<file path="src/hdl/wpad_pkg.sv">
`default_nettype none

package wpad_pkg;

	localparam int SAMPLE_BITS = 12;
	localparam int MAX_WINDOWS = 32;
	localparam int CNT_BITS    = $clog2(MAX_WINDOWS + 1);
	localparam int SUM_BITS    = SAMPLE_BITS + $clog2(MAX_WINDOWS);
	localparam int STEP_BITS   = $clog2(SUM_BITS);
	localparam int ADDR_BITS   = 3;
	localparam int DATA_BITS   = 32;

	localparam logic [SAMPLE_BITS-1:0] THR_RESET = SAMPLE_BITS'(2300);
	localparam logic [CNT_BITS-1:0]    WIN_RESET = CNT_BITS'(5);

	typedef enum logic {
		REG_THRESHOLD = 1'b0,
		REG_WINDOWS   = 1'b1
	} reg_idx_t;

	typedef enum logic [1:0] {
		ST_IDLE,
		ST_DIV,
		ST_HOLD
	} state_t;

	typedef struct packed {
		logic                start;
		logic [SUM_BITS-1:0] dividend;
		logic [CNT_BITS-1:0] divisor;
	} div_ctrl_t;

	typedef struct packed {
		logic                busy;
		logic                done;
		logic [SUM_BITS-1:0] quotient;
	} div_stat_t;

	// zero means one, anything past the limit saturates
	function automatic logic [CNT_BITS-1:0] eff_windows(input logic [CNT_BITS-1:0] w);
		logic [CNT_BITS-1:0] r;
		r = w;
		if (w == '0)
			r = CNT_BITS'(1);
		else if (w > CNT_BITS'(MAX_WINDOWS))
			r = CNT_BITS'(MAX_WINDOWS);
		return r;
	endfunction

endpackage

`default_nettype wire

</file>
<file path="src/hdl/windowed_peak_average_detector_top.sv">
`default_nettype none

// Channel   Handshake            Payload
// input     in_valid/in_ready    sample, window_end
// output    out_valid/out_ready  average_peak, alarm, threshold_used
// config    APB write/read       alarm_threshold @0x0, windows_per_average @0x4
//
// A sample that does not close the averaging run is taken without stalling the input.
// The sample that completes the run starts a 17-step restoring divider:
// in_ready stays low through the divide steps and until the result is loaded.
// If the output register still holds an untaken result, the block waits for it.
// arst_n clears peak, sum, count and the output valid; config registers take reset values.
module windowed_peak_average_detector_top (
	input  wire logic                                clk,
	input  wire logic                                arst_n,
	input  wire logic                                in_valid,
	output      logic                                in_ready,
	input  wire logic [wpad_pkg::SAMPLE_BITS-1:0]    sample,
	input  wire logic                                window_end,
	output      logic                                out_valid,
	input  wire logic                                out_ready,
	output      logic [wpad_pkg::SAMPLE_BITS-1:0]    average_peak,
	output      logic                                alarm,
	output      logic [wpad_pkg::SAMPLE_BITS-1:0]    threshold_used,
	input  wire logic                                psel,
	input  wire logic                                penable,
	input  wire logic                                pwrite,
	input  wire logic [wpad_pkg::ADDR_BITS-1:0]      paddr,
	input  wire logic [wpad_pkg::DATA_BITS-1:0]      pwdata,
	output      logic [wpad_pkg::DATA_BITS-1:0]      prdata,
	output      logic                                pready
);

	wpad_pkg::state_t state_q, state_d;

	logic [wpad_pkg::SAMPLE_BITS-1:0] thr_q;
	logic [wpad_pkg::CNT_BITS-1:0]    win_q;
	logic [wpad_pkg::SAMPLE_BITS-1:0] peak_q;
	logic [wpad_pkg::SUM_BITS-1:0]    sum_q;
	logic [wpad_pkg::CNT_BITS-1:0]    cnt_q;

	logic                             out_valid_q;
	logic [wpad_pkg::SAMPLE_BITS-1:0] avg_q;
	logic                             alarm_q;
	logic [wpad_pkg::SAMPLE_BITS-1:0] thr_used_q;

	logic                             accept;
	logic                             cfg_wr;
	wpad_pkg::reg_idx_t               reg_idx;
	logic [wpad_pkg::SAMPLE_BITS-1:0] peak_next;
	logic [wpad_pkg::SUM_BITS-1:0]    sum_next;
	logic [wpad_pkg::CNT_BITS-1:0]    cnt_next;
	logic                             run_done;
	logic                             slot_free;
	logic                             load_out;
	logic [wpad_pkg::SAMPLE_BITS-1:0] quo_lo;

	wpad_pkg::div_ctrl_t div_ctrl;
	wpad_pkg::div_stat_t div_stat;

	wpad_div u_div (
		.clk    (clk),
		.arst_n (arst_n),
		.ctrl   (div_ctrl),
		.stat   (div_stat)
	);

	// configuration port
	assign pready  = 1'b1;
	assign reg_idx = wpad_pkg::reg_idx_t'(paddr[2]);
	assign cfg_wr  = psel && penable && pwrite && pready;

	always_comb begin
		unique case (reg_idx)
			wpad_pkg::REG_THRESHOLD:
				prdata = wpad_pkg::DATA_BITS'(thr_q);
			wpad_pkg::REG_WINDOWS:
				prdata = wpad_pkg::DATA_BITS'(win_q);
			default:
				prdata = '0;
		endcase
	end

	always_ff @(posedge clk or negedge arst_n) begin
		if (!arst_n) begin
			thr_q <= wpad_pkg::THR_RESET;
			win_q <= wpad_pkg::WIN_RESET;
		end else if (cfg_wr) begin
			unique case (reg_idx)
				wpad_pkg::REG_THRESHOLD:
					thr_q <= pwdata[wpad_pkg::SAMPLE_BITS-1:0];
				wpad_pkg::REG_WINDOWS:
					win_q <= pwdata[wpad_pkg::CNT_BITS-1:0];
				default: ;
			endcase
		end
	end

	// window accumulation
	assign in_ready  = (state_q == wpad_pkg::ST_IDLE);
	assign accept    = in_valid && in_ready;
	assign peak_next = (sample > peak_q) ? sample : peak_q;
	assign sum_next  = sum_q + wpad_pkg::SUM_BITS'(peak_next);
	assign cnt_next  = cnt_q + 1'b1;
	// count may already exceed a lowered setting
	assign run_done  = window_end && (cnt_next >= wpad_pkg::eff_windows(win_q));

	always_comb begin
		div_ctrl.start    = accept && run_done;
		div_ctrl.dividend = sum_next;
		div_ctrl.divisor  = cnt_next;
	end

	always_ff @(posedge clk or negedge arst_n) begin
		if (!arst_n) begin
			peak_q <= '0;
			sum_q  <= '0;
			cnt_q  <= '0;
		end else if (accept) begin
			if (window_end) begin
				peak_q <= '0;
				if (run_done) begin
					sum_q <= '0;
					cnt_q <= '0;
				end else begin
					sum_q <= sum_next;
					cnt_q <= cnt_next;
				end
			end else begin
				peak_q <= peak_next;
			end
		end
	end

	// sequencer
	assign slot_free = !out_valid_q || out_ready;

	always_ff @(posedge clk or negedge arst_n) begin
		if (!arst_n)
			state_q <= wpad_pkg::ST_IDLE;
		else
			state_q <= state_d;
	end

	always_comb begin
		state_d  = state_q;
		load_out = 1'b0;
		unique case (state_q)
			wpad_pkg::ST_IDLE: begin
				if (accept && run_done)
					state_d = wpad_pkg::ST_DIV;
			end
			wpad_pkg::ST_DIV: begin
				if (div_stat.done) begin
					if (slot_free) begin
						load_out = 1'b1;
						state_d  = wpad_pkg::ST_IDLE;
					end else begin
						state_d = wpad_pkg::ST_HOLD;
					end
				end
			end
			wpad_pkg::ST_HOLD: begin
				if (slot_free) begin
					load_out = 1'b1;
					state_d  = wpad_pkg::ST_IDLE;
				end
			end
			default: state_d = wpad_pkg::ST_IDLE;
		endcase
	end

	// result register
	assign quo_lo = div_stat.quotient[wpad_pkg::SAMPLE_BITS-1:0];

	always_ff @(posedge clk or negedge arst_n) begin
		if (!arst_n)
			out_valid_q <= 1'b0;
		else if (load_out)
			out_valid_q <= 1'b1;
		else if (out_ready)
			out_valid_q <= 1'b0;
	end

	always_ff @(posedge clk) begin
		if (load_out) begin
			avg_q      <= quo_lo;
			alarm_q    <= (quo_lo >= thr_q);
			thr_used_q <= thr_q;
		end
	end

	assign out_valid      = out_valid_q;
	assign average_peak   = avg_q;
	assign alarm          = alarm_q;
	assign threshold_used = thr_used_q;

endmodule

`default_nettype wire

</file>
<file path="src/hdl/wpad_div.sv">
`default_nettype none

// restoring divider, one quotient bit per cycle
module wpad_div (
	input  wire logic               clk,
	input  wire logic               arst_n,
	input  wire wpad_pkg::div_ctrl_t ctrl,
	output wpad_pkg::div_stat_t     stat
);

	logic [wpad_pkg::SUM_BITS-1:0]  quo_q;
	logic [wpad_pkg::CNT_BITS-1:0]  rem_q;
	logic [wpad_pkg::CNT_BITS-1:0]  div_q;
	logic [wpad_pkg::STEP_BITS-1:0] step_q;
	logic                           busy_q;
	logic                           done_q;

	logic [wpad_pkg::CNT_BITS:0] trial;
	logic [wpad_pkg::CNT_BITS:0] diff;
	logic                        fits;

	always_comb begin
		trial = {rem_q, quo_q[wpad_pkg::SUM_BITS-1]};
		diff  = trial - {1'b0, div_q};
		fits  = trial >= {1'b0, div_q};
	end

	always_ff @(posedge clk or negedge arst_n) begin
		if (!arst_n) begin
			busy_q <= 1'b0;
			done_q <= 1'b0;
			step_q <= '0;
		end else begin
			done_q <= !ctrl.start && busy_q
				&& (step_q == wpad_pkg::STEP_BITS'(wpad_pkg::SUM_BITS - 1));
			if (ctrl.start) begin
				busy_q <= 1'b1;
				step_q <= '0;
			end else if (busy_q) begin
				step_q <= step_q + 1'b1;
				if (step_q == wpad_pkg::STEP_BITS'(wpad_pkg::SUM_BITS - 1))
					busy_q <= 1'b0;
			end
		end
	end

	always_ff @(posedge clk) begin
		if (ctrl.start) begin
			quo_q <= ctrl.dividend;
			rem_q <= '0;
			div_q <= ctrl.divisor;
		end else if (busy_q) begin
			quo_q <= {quo_q[wpad_pkg::SUM_BITS-2:0], fits};
			rem_q <= fits ? diff[wpad_pkg::CNT_BITS-1:0] : trial[wpad_pkg::CNT_BITS-1:0];
		end
	end

	always_comb begin
		stat.busy     = busy_q;
		stat.done     = done_q;
		stat.quotient = quo_q;
	end

endmodule

`default_nettype wire

</file>
<file path="config.mk">
export PLATFORM = sky130hd
export DESIGN_NAME = windowed_peak_average_detector_top
export DESIGN_NICKNAME = d
export VERILOG_FILES = /design/src/hdl/wpad_pkg.sv /design/src/hdl/windowed_peak_average_detector_top.sv /design/src/hdl/wpad_div.sv
export SDC_FILE = /design/constraint.sdc
export NUM_CORES = 1
export LEC_CHECK = 0
export BUFFER_PORTS_ARGS = -buffer_cell sky130_fd_sc_hd__clkbuf_2
export CAP_MARGIN = 10
export CORE_UTILIZATION = 42
export DETAILED_ROUTE_END_ITERATION = 7
export GPL_TIMING_DRIVEN = 0
export SLEW_MARGIN = 40
export SYNTH_ARGS = -nofsm -noshare
export SYNTH_HDL_FRONTEND = slang
export SYNTH_HIERARCHICAL = 1
export SYNTH_SLANG_ARGS = --single-unit
</file>
<file path="constraint.sdc">
create_clock -name clk -period 10.6 [get_ports clk]
set_input_delay 0.53 -clock clk [delete_from_list [all_inputs] [get_ports clk]]
set_output_delay 0.53 -clock clk [all_outputs]
set_load 0.01 [all_outputs]
</file>
Word level (Yosys, flattened, before mapping)
Index checks and enable logic that the tools add are counted.
W data, S select, Z words.
- output and inout port bits: 60
- input port bits: 55
- register bits after elaboration: 117
- word-level logic and storage cells: 75
- add/subtract/negate cells: 4
- $lt $le $gt $ge: 5
- mux-type cells: 25
- reductions and logical operators: 18
- equal/unequal tests: 6
- bitwise gates (word level): 1
- operators by type and width (operator ; count):
    $pmux W32 S2 ; 1
    $mux W17 ; 3
    $mux W12 ; 2
    $mux W6 ; 4
    $add A17 B12 Y17 ; 1
    $ge A12 B12 Y1 ; 1
    $gt A12 B12 Y1 ; 1
    $mux W5 ; 2
    $mux W2 ; 4
    $ge A7 B6 Y1 ; 1
    $logic_and A1 B1 Y1 ; 7
    $mux W1 ; 7
    $add A6 B1 Y6 const B ; 1
    $ge A6 B6 Y1 ; 1
    $gt A6 B6 Y1 const B ; 1
    $logic_not A6 Y1 ; 1
    $pmux W2 S3 ; 1
    $reduce_and A2 Y1 ; 3
    $sub A6 B6 Y6 ; 1
    $add A5 B1 Y5 const B ; 1
    $eq A5 B5 Y1 const B ; 1
    $ne A2 B1 Y1 const B ; 2
    $reduce_bool A2 Y1 ; 2
    $reduce_and A3 Y1 ; 1
    8 further kinds ; 9

Logic depth before layout (Yosys ltp)
Gate-level depths: netlist of run 1.
- depth after elaboration: 9
- gate-level depth with buffers: 19
- gate-level depth less buffers: 18

Hierarchy
The synthesis of run 1 kept the hierarchy.
- by module, submodules not included (module ; sequential area each (µm²) ; times used ; area an instance (µm²) ; cells each):
    windowed_peak_average_detector_top ; 2163.3 ; 1 ; 4964.8 ; 468
    wpad_div ; 985.9 ; 1 ; 1819.2 ; 146

Worst setup path before layout of run 1
Ideal clock, no wire load.
- path type: input -> register
- start point: input sample[9] (netlist bit)
- end point: register u_div/quo_q[12] (netlist bit) (data pin)
- setup time: 0.260 ns
- path buffers: 1
- path slack: 6.429 ns
- arrival time: 3.911 ns
- stages: 18
- data required time: 10.340 ns
- cells stage by stage: ha_1 -> a21oi_1 -> nor2_1 -> a211oi_1 -> o211ai_1 -> o31ai_1 -> buf_2 -> mux2_1 -> ha_1 -> inv_1 -> fa_1 -> nor2b_4 -> o211ai_4 -> a311oi_4 -> o41ai_4 -> and2_4 -> xnor2_1 -> mux2_2
- RTL lines (what ; RTL line ; text):
    start, declared ; windowed_peak_average_detector_top.sv:18 ; input wire logic [wpad_pkg::SAMPLE_BITS-1:0] sample,
    end signal, assigned ; wpad_div.sv:49 ; quo_q <= ctrl.dividend;
    end signal, assigned ; wpad_div.sv:53 ; quo_q <= {quo_q[wpad_pkg::SUM_BITS-2:0], fits};
    end, declared ; wpad_div.sv:11 ; logic [wpad_pkg::SUM_BITS-1:0] quo_q;

==> results.ini, run 1 <==
[run_status]
outcome = finished, final reports clean

[place]
port_buffers = 70
pre_cts_ws_ns = 5.77
post-dp-hpwl_um = 10800
post_dp_cell_area_sq_um = 7530
gp_congestion = 0.820

[clock_network]
cts_max_level = 4
cts_setup_buffers = 0
tritoncts.num_buffers = 17
clk_latency_ns = 0.42
clock_tree.buffer_depth = 2
post_cts_resized = 0
cts_root_buffer = sky130_fd_sc_hd__clkbuf_16
clkTransAtPathRegs_ns = 0.06
tritoncts = done
cts-hold-fix-buffers = 0
tritoncts_num_sinks = 117

[critical_path]
worst-endpoint-required_ns = 10.76
timing.critical_path.arrival_ns = 4.78
crit_path_max_fanout = 10
setup_crit_start_kind = register
worstSetupEndpointType = register
worstSetupPathType = reg -> reg

[floorplan]
design.portCount = 115
die-height_um = 129
coreArea_sq_um = 15800
die-area_sq_um = 16600
die_w_um = 129
num_rows = 46
start_util_pct = 42.8

[timing]
fmax_mhz = 216
timing.final.setup_violations = 0
fin_worst_hold_slack_ns = 0.116
totalNegativeSetupSlack_ns = 0
setup_repair_after_global_routing_missed_its_margin = false
fin_worst_skew_ns = 0.00775
min_period_over_period_pct = 43.6
max_slew_margin_pct = 52.3
period_minus_slack_ns = 4.62
hold_viol_final = 0
drv_slew = 0
final_critical_path_setup_slack_ns = 5.98
worstMarginPinSlew_ns = 0.713

[synth]
mappedNetlistArea_sq_um = 6780
synth_area_per_cell_sq_um = 11.1
yosys_warnings = 6
post_synth_inst_count = 613

[routing]
detailedRoute.firstPassIterationCount = 6
wire_per_inst_um = 15.5
drt_iter0_markers = 192
ant_nets = 0
route.detailed.vias_per_inst = 5.13
remaining_drc_errors = 0
dr_total_vias = 4884
routed_wl_um = 14700

[run]
maximum_capacitance_violations = 0

[finish]
drive_above_1_share_pct = 26.5
n_fill_cell = 1408
final_nets = 835
area_growth_syn_to_fin_pct = 20.3
diodes = 0
stdcell_area_sq_um = 8150

[global_route]
grt.overflow.total = 0
grt_first_pass_wirelength_um = 24200
globalRouteTotalUtil_pct = 19.1
grt_pass1_vias = 4930
grt_antenna_before_repair = 0
largest_net_degree_at_the_start_of_global_routing = 64

[min_path]
worst_hold_path_type = in -> async

[pwr]
ir_drop_v = 0.000103
leak_nw = 3.58
powerDensity_nw_per_um2 = 154
design_power_total_mw = 1.26

-- routing by layer --
metal	global-route usage, %	wire length [um]	vias up
met3	4.13	375	25
met5	0	0	-
li1	-	-	2390
met1	23.3	6530	2402
met2	32.8	7490	67
met4	7.89	325	0
-- where the power goes --
| part | total, mW | switching [mW] | internal, mW |
|---|---|---|---|
| registers | 0.508 | 0.0140 | 0.494 |
| logic | 0.138 | 0.0763 | 0.0614 |
| clock network | 0.611 | 0.210 | 0.401 |
| total | 1.26 | 0.301 | 0.956 |
-- worst max-delay path, stage by stage (launching register included) --
cell and delay [ns]:
sky130_fd_sc_hd__dfrtp_1 0.37, sky130_fd_sc_hd__inv_1 0.05, sky130_fd_sc_hd__ha_1 0.28, sky130_fd_sc_hd__a21oi_1 0.13
sky130_fd_sc_hd__nor2_1 0.06, sky130_fd_sc_hd__a211oi_1 0.27, sky130_fd_sc_hd__o211ai_1 0.16, sky130_fd_sc_hd__o31ai_1 0.19
sky130_fd_sc_hd__buf_2 0.39, sky130_fd_sc_hd__mux2_1 0.39, sky130_fd_sc_hd__ha_1 0.23, sky130_fd_sc_hd__inv_1 0.08
sky130_fd_sc_hd__fa_1 0.26, sky130_fd_sc_hd__nor2b_4 0.07, sky130_fd_sc_hd__o211ai_4 0.19, sky130_fd_sc_hd__a311oi_4 0.15
sky130_fd_sc_hd__o41ai_4 0.50, sky130_fd_sc_hd__a21oi_1 0.16, sky130_fd_sc_hd__xor2_1 0.18, sky130_fd_sc_hd__mux2_2 0.27
-- worst paths after layout --
| path | startpoint | to | slack [ns] | depth (start not counted) |
|---|---|---|---|---|
| worst max-delay path | peak_q[5] | u_div/quo_q[14] | 5.98 | 19 |
| worst min-delay path | arst_n | thr_q[1] | 0.12 | 2 |
| worst max register to register | peak_q[5] | u_div/quo_q[14] | 5.98 | 19 |
| worst min register to register | thr_q[10] | threshold_used[10] | 0.47 | 0 |
| max in group asynchronous | arst_n | thr_q[4] | 10.18 | 2 |
| min in group clk | pwdata[9] | thr_q[9] | 0.35 | 2 |
-- per-stage QoR --
step	utilization (%)	cells
6_report	51.5	952
5_1_grt	51.5	952
4_1_cts	51.5	952
3_5_place_dp	47.6	920
3_3_place_gp	47.2	918
2_1_floorplan	-	632
-- flip-flops by register name (all words and copies together), names as in the netlist --
signal          flops
sum_q              17
u_div/quo_q        17
average_peak       12
peak_q             12
thr_q              12
threshold_used     12
cnt_q               6
u_div/div_q         6
u_div/rem_q         6
win_q               6
u_div/step_q        5
state_q             2
alarm               1
out_valid           1
u_div/busy_q        1
u_div/done_q        1
-- layout make-up --
cell class / instances / area [sq um] / area share (%)
multi-input combinational: 428 / 3290 / 40.4
sequential: 117 / 3150 / 38.6
clock buffer: 21 / 450 / 5.52
timing repair buffer: 72 / 402 / 4.93
tap: 216 / 270 / 3.31
buffer: 39 / 231 / 2.84
inverter: 48 / 180 / 2.21
clock inverter: 11 / 175 / 2.15
-- placed cells by master, fill, tap and decap left out, drive strengths merged, types with 18 or more instances in the layout --
cell type and count:
a21oi 22, a22o 18, buf 28, clkbuf 104, conb 21, dfrtp 54
edfxtp 48, ha 55, inv 50, mux2 47, nand2 59, nor2 38
o21ai 31
Power figures use the tool's default switching activity.
==> run 2: changes to the inputs <==
ABC_AREA = 1   (was unset)
clock period = 3.8 ns   (was 10.6 ns; I/O delays follow)
==> results.ini, run 2 <==
[run_status]
outcome = finished, violations left  ; was finished, final reports clean
violations = design-rule violations

[place]
port_buffers = 70  ; unchanged
post_dp_cell_area_sq_um = 7820  ; was 7530 sq um
post-dp-hpwl_um = 11600  ; was 10800 um
pre_cts_ws_ns = 0.335  ; was 5.77 ns
gp_congestion = 0.814  ; was 0.820

[finish]
n_fill_cell = 1581  ; was 1408
biggest_registers_after_layout = sum_q: 17 flops, u_div/quo_q: 17 flops  ; unchanged
final_core_utilization_pct = 51.2  ; was 51.5%
drive_above_1_share_pct = 16.9  ; was 26.5%
diodes = 0  ; unchanged
final_nets = 1106  ; was 835
final_cell_mix = sky130_fd_sc_hd__nand2_1 (288), sky130_fd_sc_hd__inv_1 (128), sky130_fd_sc_hd__clkbuf_2 (69)  ; was sky130_fd_sc_hd__clkbuf_2 (69), sky130_fd_sc_hd__nand2_1 (59), sky130_fd_sc_hd__ha_1 (55)
stdcell_area_sq_um = 8470  ; was 8150 sq um
area_growth_syn_to_fin_pct = 19.4  ; was 20.3%
layout.cells.most_common = sky130_fd_sc_hd__nand2_1  ; was sky130_fd_sc_hd__clkbuf_2

[floorplan]
design.portCount = 115  ; unchanged
die_w_um = 132  ; was 129 um
num_rows = 47  ; was 46
start_util_pct = 42.9  ; was 42.8%
die-height_um = 132  ; was 129 um
die-area_sq_um = 17400  ; was 16600 sq um
coreArea_sq_um = 16500  ; was 15800 sq um

[critical_path]
cp_cell_sequence = inv_1 -> ha_1 -> nand4_1 -> nor3_2 -> nand2_1 -> buf_2 -> nand3_1 -> and2_1 -> ha_1 -> inv_1 -> fa_1 -> nand3b_1 -> nand2_1 -> nand2_1 -> nand2_2 -> nand2_1 -> nand2_1 -> nand2_1 -> and2_1 -> nand2_1 -> nand2_1  ; was inv_1 -> ha_1 -> a21oi_1 -> nor2_1 -> a211oi_1 -> o211ai_1 -> o31ai_1 -> buf_2 -> mux2_1 -> ha_1 -> inv_1 -> fa_1 -> nor2b_4 -> o211ai_4 -> a311oi_4 -> o41ai_4 -> a21oi_1 -> xor2_1 -> mux2_2
timing.critical_path.arrival_ns = 3.59  ; was 4.78 ns
cpPeakStageDelay_ns = 0.39  ; was 0.50 ns
critical_path_slowest_stage_cell = sky130_fd_sc_hd__fa_1  ; was sky130_fd_sc_hd__o41ai_4
setup_crit_start_kind = register  ; unchanged
worstSetupPathType = reg -> reg  ; unchanged
worstSetupEndpointType = register  ; unchanged
worst-endpoint-required_ns = 3.97  ; was 10.76 ns
crit_path_max_fanout = 10  ; unchanged
crit_top_cell = sky130_fd_sc_hd__nand2_1

[routing]
dr_total_vias = 5591  ; was 4884
wire_per_inst_um = 12.2  ; was 15.5 um
remaining_drc_errors = 2  ; was 0
routed_wl_um = 15000  ; was 14700 um
ant_nets = 0  ; unchanged
detailedRoute.firstPassIterationCount = 6  ; unchanged
route.detailed.vias_per_inst = 4.56  ; was 5.13
drt_iter0_markers = 306  ; was 192

[pwr]
combinationalPowerShare_pct = 46.9  ; was 11.0%
leak_nw = 4.48  ; was 3.58 nW
power.sequential.fraction_pct = 29.6  ; was 40.4%
netSwitchingFraction_pct = 41.6  ; was 23.9%
p_int_mw = 4.08  ; was 956 uW
power.clock.fraction_pct = 23.5  ; was 48.7%
powerDensity_nw_per_um2 = 824  ; was 154 nW/um^2
ir_drop_v = 0.000394  ; was 0.000103 V
netSwitchingPower_mw = 2.90  ; was 301 uW

[timing]
period_minus_slack_ns = 3.42  ; was 4.62 ns
fin_worst_skew_ns = 0.00647  ; was 0.00775 ns
fmax_mhz = 293  ; was 216 MHz
totalNegativeSetupSlack_ns = 0  ; unchanged
worstMarginPinSlew_ns = 0.530  ; was 0.713 ns
hold_viol_final = 0  ; unchanged
timing.final.setup_violations = 0  ; unchanged
setup_repair_after_global_routing_missed_its_margin = false  ; unchanged
drv_slew = 0  ; unchanged
min_period_over_period_pct = 89.9  ; was 43.6%
max_slew_margin_pct = 64.7  ; was 52.3%
final_critical_path_setup_slack_ns = 0.382  ; was 5.98 ns

[synth]
post_synth_inst_count = 881  ; was 613
synth_area_per_cell_sq_um = 8.05  ; was 11.1 sq um
yosys_warnings = 6  ; unchanged
mappedNetlistArea_sq_um = 7090  ; was 6780 sq um

[clock_network]
clk_latency_ns = 0.41  ; was 0.42 ns
cts_setup_buffers = 0  ; unchanged
clkTransAtPathRegs_ns = 0.06  ; about the same
tritoncts = done  ; unchanged
clock_tree.buffer_depth = 2  ; unchanged
cts_root_buffer = sky130_fd_sc_hd__clkbuf_16  ; unchanged
cts_max_level = 4  ; unchanged
tritoncts_num_sinks = 117  ; unchanged
tritoncts.num_buffers = 17  ; unchanged

[run]
maximum_capacitance_violations = 0  ; unchanged

[global_route]
largest_net_degree_at_the_start_of_global_routing = 64  ; unchanged
grt_first_pass_wirelength_um = 26000  ; was 24200 um
grt_pass1_vias = 5433  ; was 4930
grt_antenna_before_repair = 0  ; unchanged
globalRouteTotalUtil_pct = 18.8  ; was 19.1%
grt.overflow.total = 0  ; unchanged

[min_path]
worst_hold_path_type = in -> reg  ; was in -> async

-- run 2: stage by stage --
stage	hold WS (ns)	std cells	power (mW)
5_1_grt	0.0295	1227	7.68
6_report	0.0146	1227	6.98
4_1_cts	0.00136	1227	7.04
3_3_place_gp	0.428	1190	5.30
2_1_floorplan	-0.106	900	4.57
3_5_place_dp	0.213	1191	5.37
-- run 2: layout make-up --
type / instances / area (sq um) / area share (%)
sequential: 117 / 3150 / 37.2
clock buffer: 17 / 425 / 5.02
tap: 220 / 275 / 3.25
timing repair buffer: 75 / 414 / 4.89
multi-input combinational: 609 / 3250 / 38.3
clock inverter: 15 / 178 / 2.10
inverter: 133 / 499 / 5.90
buffer: 41 / 280 / 3.31
-- run 2: path summary, 6_finish.rpt --
path	start	to	slack, ns	depth (start not counted)
setup / recovery	peak_q[7]	u_div/quo_q[10]	0.38	21
hold / removal	pwdata[11]	thr_q[11]	0.01	3
setup reg to reg	peak_q[7]	u_div/quo_q[10]	0.38	21
hold reg to reg	thr_q[9]	threshold_used[9]	0.45	0
max in group asynchronous	arst_n	state_q[1]	3.09	2
min in group asynchronous	arst_n	thr_q[9]	0.33	2
-- run 2: critical path, delay by kind of cell (launching register included) --
family	cells	cell delay, ns
buffers and inverters	3	0.33
flip-flops	1	0.34
AND/OR/NAND/NOR	15	1.65
adder cells (fa/ha/maj)	3	0.87
-- run 2: timing repair --
| action | in CTS | in global routing |
|---|---|---|
| hold endpoints to repair | 57 | 0 |
| hold buffers | 4 | 0 |
| setup endpoints to repair | 0 | 1 |
| resized for setup | 0 | 1 |
-- run 2: power groups by stage --
stage                     combinational (mW)  sequential, mW  clock, mW
after detailed placement                3.28            2.08          0
after global placement                  3.22            2.08          0
after floorplan                         2.56            2.01          0
after CTS                               3.30            2.07       1.67
final                                   3.27            2.06       1.64
after global routing                    3.84            2.12       1.73
-- run 2: metal layers --
metal	GRT usage [%]	up-vias	wire length (um)
met3	4.19	11	571
met4	5.17	0	143
li1	-	2986	-
met5	0	-	0
met2	30.5	105	6770
met1	25.3	2489	7510
==> run 3: changes to the inputs <==
CORE_MARGIN = 1.5   (was unset)
CORE_UTILIZATION = 44   (was 42)
PLACE_DENSITY = 0.67   (was unset)
==> results.ini, run 3 (synthesis gave the netlist of run 2 again) <==
[run]
maximum_capacitance_violations = 0  ; unchanged

[pwr]
leak_nw = 4.49  ; was 4.48 nW
netSwitchingFraction_pct = 41.2  ; was 41.6%
ir_drop_v = 0.000384  ; was 0.000394 V
power.sequential.fraction_pct = 29.5  ; was 29.6%
netSwitchingPower_mw = 2.90  ; about the same
p_int_mw = 4.14  ; was 4.08 mW
combinationalPowerShare_pct = 46.6  ; was 46.9%
design_power_total_mw = 7.03  ; was 6.98 mW
powerDensity_nw_per_um2 = 831  ; was 824 nW/um^2
power.clock.fraction_pct = 23.9  ; was 23.5%

[critical_path]
timing.critical_path.arrival_ns = 3.63  ; was 3.59 ns
setup_crit_start_kind = register  ; unchanged
critical_path.startpoint = peak_q[7]  ; unchanged
crit_path_max_fanout = 10  ; unchanged
worst-endpoint-required_ns = 3.97  ; about the same
rr_worst_depth = 21  ; unchanged
critical_path_capture_point = u_div/quo_q[10]  ; unchanged
worstReg2RegStart = peak_q[7]  ; unchanged
worstSetupPathType = reg -> reg  ; unchanged
worstSetupEndpointType = register  ; unchanged
r2r_slack_ns = 0.35  ; was 0.38 ns
rr_endpoint = u_div/quo_q[10]  ; unchanged

[global_route]
grt_first_pass_wirelength_um = 25400  ; was 26000 um
grt.overflow.total = 0  ; unchanged
grt_pass1_vias = 5537  ; was 5433
globalRouteTotalUtil_pct = 19.3  ; was 18.8%
largest_net_degree_at_the_start_of_global_routing = 64  ; unchanged
grt_antenna_before_repair = 0  ; unchanged

[clock_network]
cts_root_buffer = sky130_fd_sc_hd__clkbuf_16  ; unchanged
post_cts_resized = 0  ; unchanged
tritoncts = done  ; unchanged
clk_latency_ns = 0.42  ; was 0.41 ns
tritoncts.num_buffers = 17  ; unchanged
tritoncts_num_sinks = 117  ; unchanged
clock_tree.buffer_depth = 2  ; unchanged
clkTransAtPathRegs_ns = 0.06  ; about the same
cts_max_level = 4  ; unchanged

[floorplan]
num_rows = 46  ; was 47
die_w_um = 130  ; was 132 um
die-area_sq_um = 16900  ; was 17400 sq um
die-height_um = 130  ; was 132 um
start_util_pct = 44.8  ; was 42.9%
design.portCount = 115  ; unchanged
coreArea_sq_um = 15800  ; was 16500 sq um

[routing]
wire_per_inst_um = 12.3  ; was 12.2 um
remaining_drc_errors = 0  ; was 2
dr_total_vias = 5690  ; was 5591
detailedRoute.firstPassIterationCount = 4  ; was 6
route.detailed.vias_per_inst = 4.66  ; was 4.56
ant_nets = 0  ; unchanged
routed_wl_um = 15000  ; about the same
drt_iter0_markers = 297  ; was 306

[timing]
hold_viol_final = 0  ; unchanged
timing.final.setup_violations = 0  ; unchanged
max_slew_margin_pct = 64.5  ; was 64.7%
worstMarginPinSlew_ns = 0.533  ; was 0.530 ns
drv_slew = 0  ; unchanged
fmax_mhz = 289  ; was 293 MHz
setup_repair_after_global_routing_missed_its_margin = false  ; unchanged
final_critical_path_setup_slack_ns = 0.345  ; was 0.382 ns
period_minus_slack_ns = 3.45  ; was 3.42 ns
totalNegativeSetupSlack_ns = 0  ; unchanged
fin_worst_skew_ns = 0.00756  ; was 0.00647 ns
min_period_over_period_pct = 90.9  ; was 89.9%

[finish]
biggest_registers_after_layout = sum_q: 17 flops, u_div/quo_q: 17 flops  ; unchanged
diodes = 0  ; unchanged
n_fill_cell = 1493  ; was 1581
drive_above_1_share_pct = 16.5  ; was 16.9%
final_core_utilization_pct = 53.5  ; was 51.2%
final_nets = 1104  ; was 1106
layout.cells.most_common = sky130_fd_sc_hd__nand2_1  ; unchanged
final_cell_mix = sky130_fd_sc_hd__nand2_1 (289), sky130_fd_sc_hd__inv_1 (128), sky130_fd_sc_hd__clkbuf_2 (69)  ; was sky130_fd_sc_hd__nand2_1 (288), sky130_fd_sc_hd__inv_1 (128), sky130_fd_sc_hd__clkbuf_2 (69)
area_growth_syn_to_fin_pct = 19.3  ; was 19.4%

[place]
gp_congestion = 0.877  ; was 0.814
pre_cts_ws_ns = 0.360  ; was 0.335 ns
port_buffers = 70  ; unchanged
post-dp-hpwl_um = 11300  ; was 11600 um

[run_status]
outcome = finished, final reports clean  ; was finished, violations left

[min_path]
worst_hold_path_type = in -> reg  ; unchanged

[run 3: power groups by stage]
stage          clock network, mW  logic, mW  registers, mW
4_1_cts                     1.70       3.30           2.08
6_report                    1.68       3.28           2.08
5_1_grt                     1.77       3.80           2.13
3_5_place_dp                   0       3.28           2.09
2_1_floorplan                  0       2.56           2.01
3_3_place_gp                   0       3.20           2.08
[run 3: how the worst min path moves through the flow]
stage               from          to  slack [ns]  cells past startpoint
2_1_floorplan     arst_n    cnt_q[0]       -0.11                      0
3_3_place_gp   pwdata[6]    thr_q[6]        0.42                      3
3_5_place_dp      arst_n  peak_q[10]        0.22                      1
4_1_cts        pwdata[5]    thr_q[5]       0.002                      3
5_1_grt        pwdata[2]    win_q[2]        0.03                      3
6_report       pwdata[5]    thr_q[5]        0.02                      3
[run 3: repair_timing]
action	in CTS	in global routing
hold endpoints to repair	55	0
setup buffers	0	0
hold buffers	2	0
[run 3: cell type report]
| cell class | count | area [sq um] | share of cell area [%] |
|---|---|---|---|
| Tap cell | 216 | 270 | 3.19 |
| Clock buffer | 18 | 429 | 5.07 |
| Sequential cell | 117 | 3150 | 37.2 |
| Inverter | 133 | 499 | 5.90 |
| Clock inverter | 14 | 183 | 2.16 |
| Buffer | 41 | 280 | 3.31 |
| Timing Repair Buffer | 73 | 407 | 4.81 |
| Multi-Input combinational cell | 609 | 3240 | 38.3 |
[run 3: metal layers]
metal | wire length (um) | GRT usage (%) | vias up
li1 | - | - | 2984
met1 | 7280 | 25.1 | 2564
met2 | 6870 | 31.7 | 127
met3 | 690 | 4.92 | 15
met4 | 159 | 6.34 | 0
met5 | 0 | 0 | -
[run 3: worst max-delay path, cell delays in order, from the launching register on]
cell and delay [ns]:
sky130_fd_sc_hd__dfrtp_1 0.35, sky130_fd_sc_hd__inv_1 0.06, sky130_fd_sc_hd__ha_1 0.31, sky130_fd_sc_hd__nand4_1 0.15, sky130_fd_sc_hd__nor3_2 0.13, sky130_fd_sc_hd__nand2_1 0.12
sky130_fd_sc_hd__buf_2 0.21, sky130_fd_sc_hd__nand3_1 0.11, sky130_fd_sc_hd__and2_1 0.15, sky130_fd_sc_hd__ha_1 0.16, sky130_fd_sc_hd__inv_1 0.05, sky130_fd_sc_hd__fa_1 0.39
sky130_fd_sc_hd__nand3b_1 0.17, sky130_fd_sc_hd__nand2_1 0.14, sky130_fd_sc_hd__nand2_1 0.07, sky130_fd_sc_hd__nand2_1 0.13, sky130_fd_sc_hd__nand2_1 0.09, sky130_fd_sc_hd__nand2_1 0.07
sky130_fd_sc_hd__nand2_1 0.05, sky130_fd_sc_hd__and2_1 0.16, sky130_fd_sc_hd__nand2_1 0.08, sky130_fd_sc_hd__nand2_1 0.05
[run 3: metrics by stage]
| stage | hold WS, ns | cells | instance area [sq um] |
|---|---|---|---|
| after detailed placement | 0.216 | 1187 | 7830 |
| after global placement | 0.421 | 1186 | 7780 |
| after CTS | 0.00241 | 1221 | 8460 |
| after global routing | 0.0290 | 1221 | 8460 |
| after floorplan | -0.106 | 900 | 7160 |
| final | 0.0171 | 1221 | 8460 |
